### src/rtl/core/bc1_bc3_texel_block_decoder_macros.svh
// ----------------------------------------------------------------------------
// bc1/bc3 texel block decoder assertion macros
// clocked on clk, disabled while rst_n is low
// ----------------------------------------------------------------------------
`ifndef BC1_BC3_TEXEL_BLOCK_DECODER_MACROS_SVH
`define BC1_BC3_TEXEL_BLOCK_DECODER_MACROS_SVH

`ifndef NO_ASSERTIONS

// same-cycle implication
`define BCD_ASSERT_IMP(lbl, ante, cons, msg) \
  lbl: assert property (@(posedge clk) disable iff (!rst_n) (ante) |-> (cons)) \
    else $error(msg);

// next-cycle implication
`define BCD_ASSERT_NXT(lbl, ante, cons, msg) \
  lbl: assert property (@(posedge clk) disable iff (!rst_n) (ante) |=> (cons)) \
    else $error(msg);

`else

`define BCD_ASSERT_IMP(lbl, ante, cons, msg)
`define BCD_ASSERT_NXT(lbl, ante, cons, msg)

`endif

`endif

### src/rtl/core/bc13_pkg.sv
// ----------------------------------------------------------------------------
// bc13_pkg
// shared types and constant-divide helpers of the bc1/bc3 texel decoder
// ----------------------------------------------------------------------------
package bc13_pkg;

  localparam int NUM_W   = 11;  // widest numerator: 7 * 255
  localparam int RECIP_W = 13;
  localparam int PROD_W  = NUM_W + RECIP_W;

  typedef enum logic [2:0] {
    DIV_PASS,
    DIV_BY2,
    DIV_BY3,
    DIV_BY5,
    DIV_BY7
  } div_op_t;

  // load enables of the multiply and output stages
  typedef struct packed {
    logic ld_mul;
    logic ld_out;
  } pipe_ctl_t;

  // scaled reciprocal, exact floor for the numerator ranges in use
  function automatic logic [RECIP_W-1:0] div_recip(input div_op_t op);
    logic [RECIP_W-1:0] r;
    case (op)
      DIV_BY3: r = RECIP_W'(683);
      DIV_BY5: r = RECIP_W'(6554);
      DIV_BY7: r = RECIP_W'(4682);
      default: r = RECIP_W'(1);
    endcase
    return r;
  endfunction

  function automatic logic [3:0] div_shift(input div_op_t op);
    logic [3:0] s;
    case (op)
      DIV_BY2: s = 4'd1;
      DIV_BY3: s = 4'd11;
      DIV_BY5: s = 4'd15;
      DIV_BY7: s = 4'd15;
      default: s = 4'd0;
    endcase
    return s;
  endfunction

endpackage

### src/rtl/core/bc13_chan_div.sv
// ----------------------------------------------------------------------------
// bc13_chan_div
// two-stage divide by a small constant: reciprocal multiply, then shift
// ----------------------------------------------------------------------------
module bc13_chan_div (
  input  logic                             clk,
  input  bc13_pkg::pipe_ctl_t              ctl,
  input  logic [bc13_pkg::NUM_W-1:0]       num,
  input  bc13_pkg::div_op_t                op,
  output logic [7:0]                       result
);
  import bc13_pkg::*;

  logic [PROD_W-1:0] prod_r, prod_nxt;
  div_op_t           op_r;
  logic [7:0]        res_r, res_nxt;
  logic [PROD_W-1:0] shifted;

  always_comb begin
    prod_nxt = {{RECIP_W{1'b0}}, num} * {{NUM_W{1'b0}}, div_recip(op)};
    shifted  = prod_r >> div_shift(op_r);
    res_nxt  = shifted[7:0];
  end

  always_ff @(posedge clk) begin
    if (ctl.ld_mul) begin
      prod_r <= prod_nxt;
      op_r   <= op;
    end
    if (ctl.ld_out) begin
      res_r <= res_nxt;
    end
  end

  assign result = res_r;

endmodule

### src/rtl/core/bc1_bc3_texel_block_decoder.sv
// ----------------------------------------------------------------------------
// bc1_bc3_texel_block_decoder
// decodes one bc1 or bc3 4x4 block into sixteen rgba texels, row-major
// ----------------------------------------------------------------------------
// throughput: one texel per cycle while out_stall lets the output move; the
//   texel issue counter on the block register steps through each block's texels
// stages: block register, index select, numerators, multiply, output
// reset: synchronous active-low rst_n clears all valid bits, the texel
//   counter and format_mode (bc1); payload registers are not reset
// ----------------------------------------------------------------------------
`include "bc1_bc3_texel_block_decoder_macros.svh"

module bc1_bc3_texel_block_decoder (
  input  logic        clk,
  input  logic        rst_n,
  // configuration port
  input  logic        psel,
  input  logic        penable,
  input  logic        pwrite,
  input  logic [2:0]  paddr,
  input  logic [31:0] pwdata,
  output logic [31:0] prdata,
  output logic        pready,
  // block input
  input  logic        in_valid,
  output logic        in_stall,
  input  logic [63:0] in_color_block,
  input  logic [63:0] in_alpha_block,
  // texel output
  output logic        out_valid,
  input  logic        out_stall,
  output logic [1:0]  out_texel_x,
  output logic [1:0]  out_texel_y,
  output logic [7:0]  out_red,
  output logic [7:0]  out_green,
  output logic [7:0]  out_blue,
  output logic [7:0]  out_alpha,
  output logic        out_last
);
  import bc13_pkg::*;

  // register index 0 sits at byte 0, index taken from the word address bit
  localparam logic REG_FORMAT_MODE = 1'b0;

  // --------------------------------------------------------------------------
  // configuration register
  // --------------------------------------------------------------------------
  logic fmt_r;
  logic cfg_wr;

  assign pready = 1'b1;
  assign cfg_wr = psel & penable & pwrite & pready;
  assign prdata = (paddr[2] == REG_FORMAT_MODE) ? {31'd0, fmt_r} : 32'd0;

  always_ff @(posedge clk) begin
    if (!rst_n) begin
      fmt_r <= 1'b0;
    end else if (cfg_wr && paddr[2] == REG_FORMAT_MODE) begin
      fmt_r <= pwdata[0];
    end
  end

  // --------------------------------------------------------------------------
  // stage load enables, ripple back from the output register
  // --------------------------------------------------------------------------
  logic      t1_v_r, t2_v_r, t3_v_r, t4_v_r;
  logic      en1, en2, en3, en4;
  pipe_ctl_t div_ctl;

  assign en4 = !t4_v_r || !out_stall;
  assign en3 = !t3_v_r || en4;
  assign en2 = !t2_v_r || en3;
  assign en1 = !t1_v_r || en2;

  assign div_ctl.ld_mul = en3;
  assign div_ctl.ld_out = en4;

  // --------------------------------------------------------------------------
  // block register and texel issue counter
  // --------------------------------------------------------------------------
  logic        blk_v_r;
  logic [63:0] cb_r, ab_r;
  logic        bc3_r;
  logic [3:0]  cnt_r;
  logic        issue, issue_last, blk_ld;

  assign issue      = blk_v_r && en1;
  assign issue_last = issue && cnt_r == 4'hF;
  // next block is taken while the last texel of this one moves on
  assign blk_ld     = !blk_v_r || issue_last;
  assign in_stall   = !blk_ld;

  always_ff @(posedge clk) begin
    if (!rst_n) begin
      blk_v_r <= 1'b0;
      cnt_r   <= 4'd0;
    end else if (blk_ld) begin
      blk_v_r <= in_valid;
      cnt_r   <= 4'd0;
    end else if (issue) begin
      cnt_r <= cnt_r + 4'd1;
    end
  end

  // mode is latched with the block so a texel never sees a mixed format
  always_ff @(posedge clk) begin
    if (blk_ld && in_valid) begin
      cb_r  <= in_color_block;
      ab_r  <= in_alpha_block;
      bc3_r <= fmt_r;
    end
  end

  // --------------------------------------------------------------------------
  // stage 1: pick this texel's indices, carry the block endpoints along
  // --------------------------------------------------------------------------
  logic [1:0]  t1_ci_r, t1_ci_nxt;
  logic [2:0]  t1_ai_r, t1_ai_nxt;
  logic [15:0] t1_c0_r, t1_c1_r;
  logic [7:0]  t1_a0_r, t1_a1_r;
  logic        t1_bc3_r, t1_four_r, t1_four_nxt;
  logic [3:0]  t1_pos_r;
  logic [31:0] cidx_sh;
  logic [47:0] aidx_sh;
  logic [5:0]  aidx_amt;

  always_comb begin
    cidx_sh     = cb_r[63:32] >> {cnt_r, 1'b0};
    aidx_amt    = {2'b00, cnt_r} + {1'b0, cnt_r, 1'b0};
    aidx_sh     = ab_r[63:16] >> aidx_amt;
    t1_ci_nxt   = cidx_sh[1:0];
    t1_ai_nxt   = aidx_sh[2:0];
    // bc3 colour is always the four-entry palette
    t1_four_nxt = bc3_r || (cb_r[15:0] > cb_r[31:16]);
  end

  always_ff @(posedge clk) begin
    if (!rst_n) begin
      t1_v_r <= 1'b0;
    end else if (en1) begin
      t1_v_r <= blk_v_r;
    end
  end

  always_ff @(posedge clk) begin
    if (issue) begin
      t1_ci_r   <= t1_ci_nxt;
      t1_ai_r   <= t1_ai_nxt;
      t1_c0_r   <= cb_r[15:0];
      t1_c1_r   <= cb_r[31:16];
      t1_a0_r   <= ab_r[7:0];
      t1_a1_r   <= ab_r[15:8];
      t1_bc3_r  <= bc3_r;
      t1_four_r <= t1_four_nxt;
      t1_pos_r  <= cnt_r;
    end
  end

  // --------------------------------------------------------------------------
  // stage 2: widen 565 endpoints (shift only) and form weighted numerators
  // --------------------------------------------------------------------------
  function automatic logic [9:0] color_num(input logic [7:0] a, input logic [7:0] b,
                                           input logic [1:0] ci, input logic four);
    logic [9:0] n;
    case (ci)
      2'd0:    n = {2'b00, a};
      2'd1:    n = {2'b00, b};
      2'd2:    n = four ? ({1'b0, a, 1'b0} + {2'b00, b}) : ({2'b00, a} + {2'b00, b});
      2'd3:    n = four ? ({2'b00, a} + {1'b0, b, 1'b0}) : 10'd0;
      default: n = 10'd0;
    endcase
    return n;
  endfunction

  logic [7:0]       r0, g0, b0, r1, g1, b1;
  logic [2:0]       aw0, aw1;
  logic [NUM_W-1:0] a_num_nxt;
  div_op_t          c_op_nxt, a_op_nxt;

  logic [9:0]       t2_r_num_r, t2_g_num_r, t2_b_num_r;
  logic [NUM_W-1:0] t2_a_num_r;
  div_op_t          t2_c_op_r, t2_a_op_r;
  logic [3:0]       t2_pos_r;

  always_comb begin
    r0 = {t1_c0_r[15:11], 3'b000};
    g0 = {t1_c0_r[10:5], 2'b00};
    b0 = {t1_c0_r[4:0], 3'b000};
    r1 = {t1_c1_r[15:11], 3'b000};
    g1 = {t1_c1_r[10:5], 2'b00};
    b1 = {t1_c1_r[4:0], 3'b000};

    case (t1_ci_r)
      2'd2:    c_op_nxt = t1_four_r ? DIV_BY3 : DIV_BY2;
      2'd3:    c_op_nxt = t1_four_r ? DIV_BY3 : DIV_PASS;
      default: c_op_nxt = DIV_PASS;
    endcase

    aw0       = 3'd0;
    aw1       = 3'd0;
    a_num_nxt = NUM_W'(255);
    a_op_nxt  = DIV_PASS;
    if (!t1_bc3_r) begin
      // bc1: only the transparent-black entry clears alpha
      if (!t1_four_r && t1_ci_r == 2'd3) begin
        a_num_nxt = '0;
      end
    end else if (t1_ai_r == 3'd0) begin
      a_num_nxt = {3'b000, t1_a0_r};
    end else if (t1_ai_r == 3'd1) begin
      a_num_nxt = {3'b000, t1_a1_r};
    end else if (t1_a0_r > t1_a1_r) begin
      // eight-value palette
      aw0       = 3'd0 - t1_ai_r;
      aw1       = t1_ai_r - 3'd1;
      a_num_nxt = NUM_W'({3'b000, t1_a0_r} * {8'd0, aw0})
                + NUM_W'({3'b000, t1_a1_r} * {8'd0, aw1});
      a_op_nxt  = DIV_BY7;
    end else if (t1_ai_r == 3'd6) begin
      a_num_nxt = '0;
    end else if (t1_ai_r == 3'd7) begin
      a_num_nxt = NUM_W'(255);
    end else begin
      // six-value palette
      aw0       = 3'd6 - t1_ai_r;
      aw1       = t1_ai_r - 3'd1;
      a_num_nxt = NUM_W'({3'b000, t1_a0_r} * {8'd0, aw0})
                + NUM_W'({3'b000, t1_a1_r} * {8'd0, aw1});
      a_op_nxt  = DIV_BY5;
    end
  end

  always_ff @(posedge clk) begin
    if (!rst_n) begin
      t2_v_r <= 1'b0;
    end else if (en2) begin
      t2_v_r <= t1_v_r;
    end
  end

  always_ff @(posedge clk) begin
    if (en2) begin
      t2_r_num_r <= color_num(r0, r1, t1_ci_r, t1_four_r);
      t2_g_num_r <= color_num(g0, g1, t1_ci_r, t1_four_r);
      t2_b_num_r <= color_num(b0, b1, t1_ci_r, t1_four_r);
      t2_a_num_r <= a_num_nxt;
      t2_c_op_r  <= c_op_nxt;
      t2_a_op_r  <= a_op_nxt;
      t2_pos_r   <= t1_pos_r;
    end
  end

  // --------------------------------------------------------------------------
  // stages 3 and 4: reciprocal multiply and shift, one unit per channel
  // --------------------------------------------------------------------------
  logic [3:0] t3_pos_r, t4_pos_r;

  always_ff @(posedge clk) begin
    if (!rst_n) begin
      t3_v_r <= 1'b0;
      t4_v_r <= 1'b0;
    end else begin
      if (en3) begin
        t3_v_r <= t2_v_r;
      end
      if (en4) begin
        t4_v_r <= t3_v_r;
      end
    end
  end

  always_ff @(posedge clk) begin
    if (en3) begin
      t3_pos_r <= t2_pos_r;
    end
    if (en4) begin
      t4_pos_r <= t3_pos_r;
    end
  end

  bc13_chan_div u_div_red (
    .clk    (clk),
    .ctl    (div_ctl),
    .num    ({1'b0, t2_r_num_r}),
    .op     (t2_c_op_r),
    .result (out_red)
  );

  bc13_chan_div u_div_green (
    .clk    (clk),
    .ctl    (div_ctl),
    .num    ({1'b0, t2_g_num_r}),
    .op     (t2_c_op_r),
    .result (out_green)
  );

  bc13_chan_div u_div_blue (
    .clk    (clk),
    .ctl    (div_ctl),
    .num    ({1'b0, t2_b_num_r}),
    .op     (t2_c_op_r),
    .result (out_blue)
  );

  bc13_chan_div u_div_alpha (
    .clk    (clk),
    .ctl    (div_ctl),
    .num    (t2_a_num_r),
    .op     (t2_a_op_r),
    .result (out_alpha)
  );

  assign out_valid   = t4_v_r;
  assign out_texel_x = t4_pos_r[1:0];
  assign out_texel_y = t4_pos_r[3:2];
  assign out_last    = t4_pos_r == 4'hF;

  // --------------------------------------------------------------------------
  // assertions
  // --------------------------------------------------------------------------
  `BCD_ASSERT_IMP(a_empty_takes, !blk_v_r, !in_stall, "empty block register stalls input")
  `BCD_ASSERT_IMP(a_take_on_last, in_valid && !in_stall && blk_v_r, issue_last,
                  "block replaced before its last texel issued")
  `BCD_ASSERT_NXT(a_cnt_step, issue && cnt_r != 4'hF,
                  blk_v_r && cnt_r == $past(cnt_r) + 4'd1, "texel counter skipped")
  `BCD_ASSERT_NXT(a_hold_on_stall, !issue && blk_v_r, blk_v_r && $stable(cnt_r),
                  "texel counter moved without issue")

endmodule

### config.mk
export PLATFORM = sky130hd
export DESIGN_NAME = bc1_bc3_texel_block_decoder
export DESIGN_NICKNAME = d
export VERILOG_FILES = /design/src/rtl/core/bc13_pkg.sv /design/src/rtl/core/bc13_chan_div.sv /design/src/rtl/core/bc1_bc3_texel_block_decoder.sv
export VERILOG_INCLUDE_DIRS = /design/src /design/src/rtl/core
export SDC_FILE = /design/constraint.sdc
export NUM_CORES = 1
export LEC_CHECK = 0
export BUFFER_PORTS_ARGS = -buffer_cell sky130_fd_sc_hd__buf_2
export CORE_MARGIN = 8
export CORE_UTILIZATION = 50
export DETAILED_ROUTE_END_ITERATION = 10
export PLACE_DENSITY = 0.66
export SETUP_SLACK_MARGIN = 0.1
export SKIP_LAST_GASP = 1
export SLEW_MARGIN = 30
export SYNTH_ARGS = -nofsm -noshare
export SYNTH_HDL_FRONTEND = slang
export SYNTH_HIERARCHICAL = 1
export SYNTH_SLANG_ARGS = --single-unit
### constraint.sdc
create_clock -name clk -period 22.7 [get_ports clk]
set_input_delay 4.54 -clock clk [delete_from_list [all_inputs] [get_ports clk]]
set_output_delay 4.54 -clock clk [all_outputs]
set_load 0.02 [all_outputs]
; Word-level counts from Yosys, hierarchy flattened
; Index checks and enable logic that the tools add are counted.
[classes]
add_sub_neg = 16
n_mul = 7
div_mod_pow = 0
magnitude_cmp = 2
eq_ne = 22
shift = 6
muxes = 27
n_bitwise = 5
reduce_logical = 26
[op_table]
columns = cell, count
row1 = one-hot mux 10 bit (4 select lines), 3
row2 = >> shifter 24 x 4 -> 8 bit, 4
row3 = one-hot mux 13 bit (3 select lines), 2
row4 = multiplier 10 x 13 -> 23 bit, 3
row5 = two-way mux 11 bit, 6
row6 = two-way mux 10 bit, 6
row7 = >> shifter 48 x 6 -> 3 bit, 1
row8 = multiplier 8 x 3 -> 11 bit, 3
row9 = >> shifter 32 x 5 -> 2 bit, 1
row10 = adder 8 x 9 -> 10 bit, 3
row11 = adder 9 x 8 -> 10 bit, 3
row12 = adder 8 x 8 -> 9 bit, 3
row13 = equality test 3 x 2 -> 1 bit (second input constant), 8
row14 = multiplier 11 x 13 -> 24 bit, 1
row15 = one-hot mux 4 bit (3 select lines), 2
row16 = adder 11 bit, 2
row17 = equality test 3 bit (second input constant), 6
row18 = greater-than comparator 16 bit, 1
row19 = equality test 3 x 1 -> 1 bit (second input constant), 3
row20 = equality test 4 bit (second input constant), 2
row21 = greater-than comparator 8 bit, 1
row22 = logical NOT 1 bit, 8
row23 = two-way mux 2 bit, 4
row24 = two-way mux 8 bit, 1
row25 = 19 further kinds, 34
[word_totals]
register_bits = 391
latchBits = 0
ram_bits = 0
romBits = 0
input_bits = 170
word_cells = 150
memories = 0

; Depth between registers and ports, before layout
; Gate-level depths: netlist (run 1).
[logic_depth]
depth_word = 9
depth_mapped = 23

; By module
; The synthesis (run 1) kept the hierarchy.
[by_module_without_submodules]
columns = mod, n_inst, cells_per_inst, area_each_um2, seq_area_each_um2
row1 = bc1_bc3_texel_block_decoder, 1, 1122, 14726.6, 7317.0
row2 = bc13_chan_div (u_div_alpha ...), 2, 576, 5517.8, 960.9
row3 = bc13_chan_div (u_div_green), 1, 597, 5659.2, 960.9
row4 = bc13_chan_div (u_div_red), 1, 592, 5610.4, 991.0

; Worst setup path before layout (run 1)
; OpenSTA, ideal clock, no wires.
[synth_timing]
path_kind = input port to flip-flop
from = input port out_stall
to = register ab_r[0] (enable)
arrival_ps = 15085
t_required_ps = 22072
setup_slack_ps = 6987
stages = 5
n_path_buf = 1
path_cell_list = and3_1 -> clkbuf_1 -> a31oi_1 -> a31oi_1 -> nor2b_1
[synth_between]
elab_chain_len = 9
[synth_rtl]
columns = item, line_no
row1 = "start, declared", bc1_bc3_texel_block_decoder.sv:31  ; input logic out_stall,
row2 = logical NOT 1 bit, bc1_bc3_texel_block_decoder.sv:70  ; assign en4 = !t4_v_r || !out_stall;
row3 = logical OR 1 bit, bc1_bc3_texel_block_decoder.sv:70
row4 = logical OR 1 bit, bc1_bc3_texel_block_decoder.sv:71  ; assign en3 = !t3_v_r || en4;
row5 = logical OR 1 bit, bc1_bc3_texel_block_decoder.sv:72  ; assign en2 = !t2_v_r || en3;
row6 = logical OR 1 bit, bc1_bc3_texel_block_decoder.sv:73  ; assign en1 = !t1_v_r || en2;
row7 = logical AND 1 bit, bc1_bc3_texel_block_decoder.sv:87  ; assign issue = blk_v_r && en1;
row8 = named net issue, bc1_bc3_texel_block_decoder.sv:85  ; logic issue, issue_last, blk_ld;
row9 = logical AND 1 bit, bc1_bc3_texel_block_decoder.sv:88  ; assign issue_last = issue && cnt_r == 4'hF;
row10 = logical OR 1 bit, bc1_bc3_texel_block_decoder.sv:90  ; assign blk_ld = !blk_v_r || issue_last;
row11 = logical AND 1 bit, bc1_bc3_texel_block_decoder.sv:107  ; if (blk_ld && in_valid) begin
row12 = "end signal, assigned", bc1_bc3_texel_block_decoder.sv:109  ; ab_r <= in_alpha_block;
row13 = "end, declared", bc1_bc3_texel_block_decoder.sv:82  ; logic [63:0] cb_r, ab_r;
; The timed path passes the listed nets, and every way through them passes these cells.
; A chain may end at the register's enable or synchronous reset.

; Final worst setup path (run 1)
[layout_timing]
from = input port out_stall
to = output port in_stall
[layout_between]
elab_chain_len = 9
[layout_rtl]
columns = item, line_no
row1 = logical NOT 1 bit, bc1_bc3_texel_block_decoder.sv:70
row2 = logical OR 1 bit, bc1_bc3_texel_block_decoder.sv:70
row3 = logical OR 1 bit, bc1_bc3_texel_block_decoder.sv:71
row4 = logical OR 1 bit, bc1_bc3_texel_block_decoder.sv:72
row5 = logical OR 1 bit, bc1_bc3_texel_block_decoder.sv:73
row6 = logical AND 1 bit, bc1_bc3_texel_block_decoder.sv:87
row7 = named net issue, bc1_bc3_texel_block_decoder.sv:85
row8 = logical AND 1 bit, bc1_bc3_texel_block_decoder.sv:88
row9 = logical OR 1 bit, bc1_bc3_texel_block_decoder.sv:90
row10 = logical NOT 1 bit, bc1_bc3_texel_block_decoder.sv:91  ; assign in_stall = !blk_ld;
row11 = "end, declared", bc1_bc3_texel_block_decoder.sv:26  ; output logic in_stall,
; The timed path passes the listed nets, and every way through them passes these cells.

==> metrics, run 1 <==
Worst Setup End Kind=primary output; Final WS setup=12230 ps; share of cells above drive strength 1=0.110; CTS tree=built; total number of vias=25000; DR DRC count=0; fin. max-slew vios=45; Hold Path Depth=0; Vias/cell=5.34; status=complete, but fails checks; P_int=1.92 mW; EDFF count, synth=366; Die Area=83000 sq um; WL final=80.1 mm; WS Path Type=in -> out; total negative slack=0 ps; Layout Skew=30.7 ps; R2R depth=18; non-filler cells, final=4683; DP HPWL=64.9 mm; sequential cell area fraction in the yosys report=0.302; CTS root buf=clkbuf_16; Antenna Nets Post-Route=0; Switch Pwr=1.18 mW; Die Y=288 microns; largest net degree at the start of global routing=87; Min-Delay Path Class=reg -> reg; gr ovfl total=0; Starting Density=0.506; slew margin rel.=-0.731; CP arrival=5930 ps; vias in the first global route=25600; Die W=288 microns; RSZ-0062 raised after global routing=no; placed cell count=4598; Setup Buffers After CTS=0; Worst Tran Pin Value=2590 ps; fin crit share=0.461; I/O Buffers=176; HP Start=ab_r[1]$_DFFE_PP_; post-synthesis cell type count=86; Post-Syn Area per Cell=10.7 sq um; Reg clk slew, reported paths=60 ps; Clock Power Share=0.226; Post-Place Setup Slack=12270 ps; Clock Path Buffers=3; clock tree sinks=376; R2R setup slack=16160 ps; setup violators final=0; area growth from synthesis to layout=9.47%; Final Critical Period=10470 ps; Worst Path Max Fanout=6; top achievable clock speed=0.0955 GHz; initial antenna violation count=12; Pwr Total=3.11 mW; row count=99; clock latency on the worst-skew pair=600 ps; r2r endpoint=u_div_green/prod_r[19]$_DFFE_PP_; Max Cap Viol=0; CP Data Required Time=18160 ps; Top FF cell, synth=edfxtp_1; H-tree depth=2; 1st-pass router iterations=5; CTS resizes=0; hold bufs inserted after CTS=0; Sw Ratio=0.380; YS warnings=6; Synth top area share=0.297; Hold EP=t1_a0_r[1]$_DFFE_PP_; Pwr Density=76.6 nW/um^2; Fin. Hold Viols=0; GRT Total Usage=0.193; drt wl/cell=17.1 microns; reg-to-reg startpoint=t2_c_op_r[0]$_DFFE_PP_; Gate power share=0.445; first-pass GRT wire length=131 mm; Syn Std Cell Area=37000 sq um; Gate Count Post-Synth=3463; static leakage=19.9 nW; Min Hold Slack=393 ps; ys async rst share=0; Routability Congestion=0.883; startpoint class of the critical path=primary input; leading area contributor after synthesis=edfxtp_1; NumNets Final=4623; 1st-iter DRT viols=1309; top cells by area, synth=edfxtp_1 30%, fa_1 18%, ha_1 15%; Top Ports=242; VDD IR-drop max=0.0636 mV; failing checks=slew limit; CTS Buf Count=43; Core Area=73200 sq um; Reg power frac=0.329; fillcell total=6345; FF+latch count, synth=376
## power groups by stage
stage	clock [mW]	combinational (mW)	sequential [mW]
floorplan	0	1.06	1.02
global placement	0	1.35	1.03
detailed placement	0	1.37	1.04
CTS	0.722	1.39	1.02
global route	0.743	1.58	1.03
finish	0.701	1.38	1.02
## cells by family after synthesis
logic type / count (synthesis) / synth area share
DFF: 376 / 0.302
buffers and inverters: 689 / 0.0746
and+or+nand+nor: 771 / 0.102
adders and majority gates: 769 / 0.329
xor gates and xnor gates: 141 / 0.0337
other: 6 / 0.000608
AOI/OAI and AO/OA: 597 / 0.109
muxes: 114 / 0.0485
## cell usage in the layout, fill, tap and decap left out, types with 15 or more instances in the layout
master,n
nor2b_1,56
a21o_1,51
nand3_1,25
a31oi_1,17
clkbuf_16,43
nor3_1,20
nor2_1,114
buf_4,19
ha_1,430
xnor2_1,91
inv_1,560
a21oi_1,161
fa_1,339
mux2i_1,51
nand2b_1,30
and3_1,41
buf_2,176
o211ai_1,30
and2_1,87
o21ai_0,119
conb_1,111
a221o_1,26
o31ai_1,15
xor2_1,49
o21a_1,27
or2_2,29
mux4_2,51
edfxtp_1,366
nand2_1,314
## routing by layer
layer	wire length, microns	track usage	share of wire
met5	85	0	0.0011
met4	2030	0.0521	0.025
met3	4150	0.0363	0.052
met2	37400	0.321	0.47
met1	36500	0.258	0.46
## layout make-up
cell class	instances	area (sq um)	share of cell area
Antenna cell	5	12.5	0.000309
Clock buffer	51	1130	0.0278
Clock inverter	29	309	0.00762
Inverter	562	2110	0.0521
Multi-Input combinational cell	2503	23500	0.580
Sequential cell	376	11200	0.276
Tap cell	959	1200	0.0296
Timing Repair Buffer	198	1080	0.0266
## synth_stat cells (all sizes together), types with 11 or more instances
master / instances
or2: 29
mux2: 12
nor2b: 59
ha: 430
a22oi: 14
a21o: 53
mux4: 51
o21ai: 126
inv: 561
o211ai: 30
xnor2: 91
xor2: 49
buf: 74
o22ai: 11
o21bai: 13
fa: 339
nor3: 22
a221oi: 15
o31ai: 16
clkbuf: 53
edfxtp: 366
nand2b: 30
and2: 88
nand3: 25
a211oi: 17
a221o: 26
nand2: 316
or3: 11
a21oi: 164
mux2i: 51
nor2: 114
o21a: 27
a31oi: 18
and3: 44
## sequential cells by signal (all words and copies together), names as in the netlist, 11 cells and up
register / count
ab_r: 64
cb_r: 64
t1_c0_r: 16
t1_c1_r: 16
t2_a_num_r: 11
u_div_alpha/prod_r: 21
u_div_blue/prod_r: 21
u_div_green/prod_r: 21
u_div_red/prod_r: 22
## critical path, stage by stage
cell,delay [ps]
buf_2,100
and3_1,410
a31oi_4,130
a31oi_1,470
buf_2,270
## through the flow
step                      utilization  instance area, sq um
final                           0.554                 40500
after global routing            0.554                 40500
after CTS                       0.554                 40500
after detailed placement        0.534                 39100
after global placement          0.533                 39000
after floorplan                     -                 37400
## worst max-delay path by stage
stage                         start                 to  slack (ps)  depth (start not counted)
after floorplan           out_stall  ab_r[0]$_DFFE_PP_        6990                          5
after global placement    out_stall           in_stall       12270                          5
after detailed placement  out_stall           in_stall       12270                          5
after CTS                 out_stall           in_stall       12260                          5
after global routing      out_stall           in_stall       12180                          5
final                     out_stall           in_stall       12230                          5
Note: power is estimated with default switching activity, not from simulation.
==> run 2, diff against run 1 <==
==> constraint.sdc (replaced) <==
create_clock -name clk -period 10.6 [get_ports clk]
set_input_delay 2.12 -clock clk [delete_from_list [all_inputs] [get_ports clk]]
set_output_delay 2.12 -clock clk [all_outputs]
set_load 0.02 [all_outputs]
==> run 2 against run 1 <==
  * Critical path type is now reg -> reg
  * Largest cell class unchanged
  * Sequential power is 110% higher
  * Clock skew is 8.6 ps lower
  * Clock-buffer cell count stayed put
  * Largest power group unchanged
  * Worst hold slack better by 23 ps
  * Power is 120% higher
  * The flow still finishes with violations (slew limit)
  * Highest routed layer unchanged
  * Register-to-register slack worse by 12000 ps
  * Clock power is 120% higher
  * Routed wire length is 2.1% lower
==> metrics, run 2 (synthesis gave the netlist of run 1 again) <==
drt wl/cell=16.7 microns (-2.2%); most frequent cells in the layout=560 x inv_1, 430 x ha_1, 366 x edfxtp_1, 339 x fa_1, 314 x nand2_1; status=complete, but fails checks; Final Critical Period=6720 ps; NumNets Final=4624 (+0.022%); Vias/cell=5.29 (-0.81%); initial antenna violation count=10 (-2); clock latency on the worst-skew pair=580 ps (-20 ps); Antenna Nets Post-Route=0 (unchanged); CP arrival=7040 ps (+1110 ps); Die Y=288 microns (unchanged); non-filler cells, final=4684 (+0.021%); hold bufs inserted after CTS=0 (unchanged); H-tree depth=2 (unchanged); fin. max-slew vios=45 (unchanged); fin crit share=0.634; GRT Total Usage=0.189 (-0.00408); Top Ports=242 (unchanged); R2R depth=20 (+2); Hold Path Depth=0 (unchanged); placed cell count=4597 (-0.022%); CP endpoint=u_div_alpha/prod_r[19]$_DFFE_PP_; multi-input logic area=23500 sq um (about the same); Pwr Density=165 nW/um^2 (+120%); static leakage=19.9 nW (about the same); Worst Tran Pin Value=2610 ps (+20.5 ps); CP Data Required Time=10920 ps (-7240 ps); setup violators final=0 (unchanged); reg-to-reg startpoint=t2_a_op_r[0]$_SDFFCE_PP0P_; Starting Density=0.506 (unchanged); launch point of the worst path=t2_a_op_r[0]$_SDFFCE_PP0P_; Setup Buffers After CTS=0 (unchanged); Worst Setup End Kind=flip-flop; first-pass GRT wire length=128 mm (-2.1%); fillcell total=6366 (+0.33%); Max Cap Viol=0 (unchanged); CTS tree=built; CTS root buf=clkbuf_16; CTS resizes=0 (unchanged); startpoint class of the critical path=flip-flop; Die W=288 microns (unchanged); Layout Skew=22.1 ps (-8.59 ps); RSZ-0062 raised after global routing=no; total number of vias=24800 (-0.79%); area growth from synthesis to layout=9.62%; row count=99 (unchanged); Routability Congestion=0.885 (+0.15%); largest net degree at the start of global routing=86 (-1.1%); Clock Path Buffers=3 (unchanged); vias in the first global route=25100 (-1.6%); design area=40600 sq um (+0.14%); gr ovfl total=0 (unchanged); Min-Delay Path Class=reg -> reg; DP HPWL=64.0 mm (-1.4%); R2R setup slack=3880 ps (-12280 ps); clock tree sinks=376 (unchanged); VDD IR-drop max=0.138 mV (+120%); I/O Buffers=176 (unchanged); Fin. Hold Viols=0 (unchanged); commonest non-fill, non-tap cell in the layout=inv_1; 1st-iter DRT viols=1329 (+1.5%); WS Path Type=reg -> reg; top achievable clock speed=0.149 GHz; failing checks=slew limit; 1st-pass router iterations=7 (+2); Top Registers=ab_r x64, cb_r x64, u_div_red/prod_r x22; Min Hold Slack=416 ps (+22.9 ps); WL final=78.4 mm (-2.1%); DR DRC count=0 (unchanged); total negative slack=0 ps (unchanged); r2r endpoint=u_div_alpha/prod_r[19]$_DFFE_PP_; Worst Path Max Fanout=18 (+12); Die Area=83000 sq um (unchanged); sequential cell area=11200 sq um (unchanged); DP Area=39100 sq um (about the same); Pwr Total=6.70 mW (+120%); slew margin rel.=-0.744 (-0.0137); share of cells above drive strength 1=0.109 (-0.00129); Reg clk slew, reported paths=60 ps (about the same); Core Area=73200 sq um (unchanged); CTS Buf Count=43 (unchanged)
## run 2: final cells by class
cell class | count | share of cell area
multi-input cells | 2503 | 0.579
well taps | 959 | 0.0296
clock buffers | 51 | 0.0272
repair buffers | 199 | 0.0265
diodes | 8 | 0.000493
clock inverters | 26 | 0.00940
flip-flops and latches | 376 | 0.276
inverters | 562 | 0.0520
## run 2: worst min-delay path by stage
stage | slack (ps) | to | startpoint
finish | 420 | t4_pos_r[1]$_DFFE_PP_ | t3_pos_r[1]$_DFFE_PP_
global route | 420 | t4_pos_r[0]$_DFFE_PP_ | t3_pos_r[0]$_DFFE_PP_
CTS | 420 | t4_pos_r[0]$_DFFE_PP_ | t3_pos_r[0]$_DFFE_PP_
detailed placement | 410 | t2_pos_r[3]$_DFFE_PP_ | t1_pos_r[3]$_DFFE_PP_
global placement | 400 | t3_pos_r[3]$_DFFE_PP_ | t2_pos_r[3]$_DFFE_PP_
floorplan | 400 | t1_a0_r[0]$_DFFE_PP_ | ab_r[0]$_DFFE_PP_
## run 2: through the flow
step / util / setup slack (ps)
5_1_grt: 0.554 / 3350
6_report: 0.555 / 3880
3_5_place_dp: 0.534 / 3880
3_3_place_gp: 0.533 / 3640
2_1_floorplan: - / 1150
4_1_cts: 0.554 / 3870
## run 2: per-layer routing
metal,global-route usage,up-vias,part of all wire
met1,0.253,11900,0.46
met2,0.315,584,0.46
met5,0,-,0.00050
met4,0.0461,6,0.021
li1,-,12200,-
met3,0.0382,118,0.057
## run 2: worst max-delay path, cell delays in order, from the launching register on
cell	delay (ps)
edfxtp_1	690
buf_8	240
nor2b_1	740
buf_4	320
nand2_1	120
inv_1	110
nand2_1	150
fa_1	560
inv_1	50
fa_1	500
fa_1	520
fa_1	540
inv_1	50
fa_1	520
inv_1	40
ha_1	340
or3_1	320
o211ai_1	200
a21boi_2	100
o22a_2	190
xor2_1	140
## run 2: report_power, final
group | switching, mW | internal, mW | total, mW
Clock | 0.612 | 0.947 | 1.56
Combinational | 1.68 | 1.27 | 2.95
Sequential | 0.205 | 1.98 | 2.19
Total | 2.49 | 4.20 | 6.70
==> run 3, diff against run 2 <==
==> constraint.sdc (replaced) <==
create_clock -name clk -period 6.3 [get_ports clk]
set_input_delay 1.26 -clock clk [delete_from_list [all_inputs] [get_ports clk]]
set_output_delay 1.26 -clock clk [all_outputs]
set_load 0.02 [all_outputs]
==> run 3 against run 2 <==
  * The flow still finishes with violations (slew limit)
  * Register-to-register slack got worse by 3400 ps
  * Cell area rose by 0.42%
  * Worst hold slack got worse by 4.9 ps
  * Sequential share of layout area fell by 0.11 points
  * Cell count rose by 0.23%
  * Sequential power rose by 68%
  * Clock power rose by 76%
  * Setup slack got worse by 3400 ps
  * Largest cell class unchanged
==> metrics, run 3 (synthesis gave the netlist of run 1 again) <==
Final WS setup=448 ps (-3430 ps); hold bufs inserted after CTS=0 (unchanged); Vias/cell=5.27 (-0.45%); WS Path Type=reg -> reg; VDD IR-drop max=0.268 mV (+95%); design area=40800 sq um (+0.42%); launch point of the worst path=t2_c_op_r[1]$_DFFE_PP_; I/O Buffers=176 (unchanged); clock tree sinks=376 (unchanged); CTS tree=built; Reg power frac=0.323 (-0.004); fin. max-slew vios=45 (unchanged); Routability Congestion=0.896 (+1.3%); Min-Delay Path Class=reg -> reg; total negative slack=0 ps (unchanged); Die W=288 microns (unchanged); Sw Ratio=0.373 (about the same); CTS Buf Count=44 (+2.3%); initial antenna violation count=10 (unchanged); Starting Density=0.506 (unchanged); CP Data Required Time=6630 ps (-4290 ps); fin crit share=0.929 (+0.295); HP Start=t3_pos_r[3]$_DFFE_PP_; Clock Path Buffers=3 (unchanged); most frequent cells in the layout=560 x inv_1, 430 x ha_1, 366 x edfxtp_1, 339 x fa_1, 314 x nand2_1; first-pass GRT wire length=130 mm (+1.9%); share of cells above drive strength 1=0.114 (+0.00492); metal1 wirelength=36.3 mm (+1.5%); Layout Skew=35.4 ps (+13.3 ps); NumNets Final=4637 (+0.28%); drt wl/cell=16.9 microns (+0.66%); Top Layer Used=met5; Post-Place Setup Slack=374 ps (-3500 ps); Max Cap Viol=0 (unchanged); DP Area=39200 sq um (+0.27%); 1st-pass router iterations=5 (-2); H-tree depth=2 (unchanged); top achievable clock speed=0.171 GHz (+15%); Worst Path Max Fanout=14 (-4); CTS root buf=clkbuf_16; Worst Tran Pin Value=2470 ps (-141 ps); P_int=7.14 mW (+70%); WL final=79.1 mm (+0.89%); failing checks=slew limit; routed wl met2=36.6 mm (+0.47%); reg-to-reg startpoint=t2_c_op_r[1]$_DFFE_PP_; Core Area=73200 sq um (unchanged); vias in the first global route=25300 (+0.51%); Fin. Hold Viols=0 (unchanged); r2r endpoint=u_div_blue/prod_r[21]$_DFFE_PP_; Min Hold Slack=411 ps (-4.86 ps); routed length on met3=4.36 mm (-3.1%); Die Y=288 microns (unchanged); Pwr Density=279 nW/um^2 (+69%); DP HPWL=64.3 mm (+0.59%); RSZ-0062 raised after global routing=no; Layout Utilization=0.557 (+0.00231); R2R setup slack=450 ps (-3430 ps); gr ovfl total=0 (unchanged); static leakage=20.0 nW (+0.55%); Clock Power Share=0.241 (+0.008); status=complete, but fails checks; R2R depth=20 (unchanged); Worst Setup End Kind=flip-flop; DR DRC count=0 (unchanged); Top Ports=242 (unchanged); Top Registers=ab_r x64, cb_r x64, u_div_red/prod_r x22; setup violators final=0 (unchanged); 1st-iter DRT viols=1366 (+2.8%); Antenna Nets Post-Route=0 (unchanged); clock latency on the worst-skew pair=590 ps (about the same); Switch Pwr=4.24 mW (+70%); GRT Total Usage=0.192 (+0.00298); total number of vias=24700 (-0.22%); slew margin rel.=-0.650 (+0.0942); CP endpoint=u_div_blue/prod_r[21]$_DFFE_PP_; row count=99 (unchanged); Final Critical Period=5850 ps (-867 ps); Die Area=83000 sq um (unchanged); commonest non-fill, non-tap cell in the layout=inv_1; Reg clk slew, reported paths=70 ps (about the same); startpoint class of the critical path=flip-flop; CTS resizes=0 (unchanged); area growth from synthesis to layout=10.1%; CP arrival=6190 ps (-850 ps); Gate power share=0.437 (-0.004); Setup Buffers After CTS=0 (unchanged); largest net degree at the start of global routing=122 (+42%)
## run 3: changes by cell type in the layout (fill, tap and decap cells not counted), moves of 2 or more
cell      change
clkinv_2      +5
buf_8         -2
clkbuf_1      -4
inv_6         +4
clkinv_4      -2
buf_12        +3
diode_2       -4
buf_4        +10
## run 3: stage by stage
step	power (mW)	cells
after floorplan	7.50	3568
after global placement	8.60	4608
after detailed placement	8.66	4608
after CTS	11.5	4688
after global routing	12.3	4691
final	11.4	4695
## run 3: worst max-delay path: stages, from the launching register on
cell	delay, ps
edfxtp_1	490
buf_4	230
nor2b_1	160
buf_4	200
nand2_1	130
inv_1	110
nand2_1	150
fa_1	540
inv_1	60
fa_1	510
fa_1	520
fa_1	550
inv_1	60
fa_1	530
inv_1	40
ha_1	340
or3_1	330
o211ai_1	200
a31oi_1	190
nor3_2	150
xnor2_1	100
## run 3: cell type report
type / instances / area [sq um]
Antenna cell: 4 / 10.0
Inverter: 562 / 2110
Timing Repair Buffer: 211 / 1190
Sequential cell: 376 / 11200
Clock buffer: 48 / 1120
Tap cell: 959 / 1200
Clock inverter: 32 / 434
Fill cell: 6265 / 32400
Multi-Input combinational cell: 2503 / 23500
## run 3: power by group through the flow
stage | clock [mW] | combinational, mW | sequential (mW)
2_1_floorplan | 0 | 3.83 | 3.66
3_3_place_gp | 0 | 4.88 | 3.72
3_5_place_dp | 0 | 4.94 | 3.73
4_1_cts | 2.82 | 4.99 | 3.68
5_1_grt | 2.90 | 5.71 | 3.72
6_report | 2.74 | 4.97 | 3.67
## run 3: worst min-delay path by stage
stage / to / cells past startpoint
after floorplan: t1_a0_r[0]$_DFFE_PP_ / 0
after global placement: t2_pos_r[0]$_DFFE_PP_ / 0
after detailed placement: t1_a0_r[3]$_DFFE_PP_ / 0
after CTS: t4_pos_r[3]$_DFFE_PP_ / 0
after global routing: t4_pos_r[3]$_DFFE_PP_ / 0
final: t4_pos_r[3]$_DFFE_PP_ / 0
## run 3: routing by layer
metal / vias to the layer above / track usage
li1: 12200 / -
met1: 11800 / 0.262
met2: 587 / 0.318
met3: 111 / 0.0336
met4: 8 / 0.0450
met5: - / 0
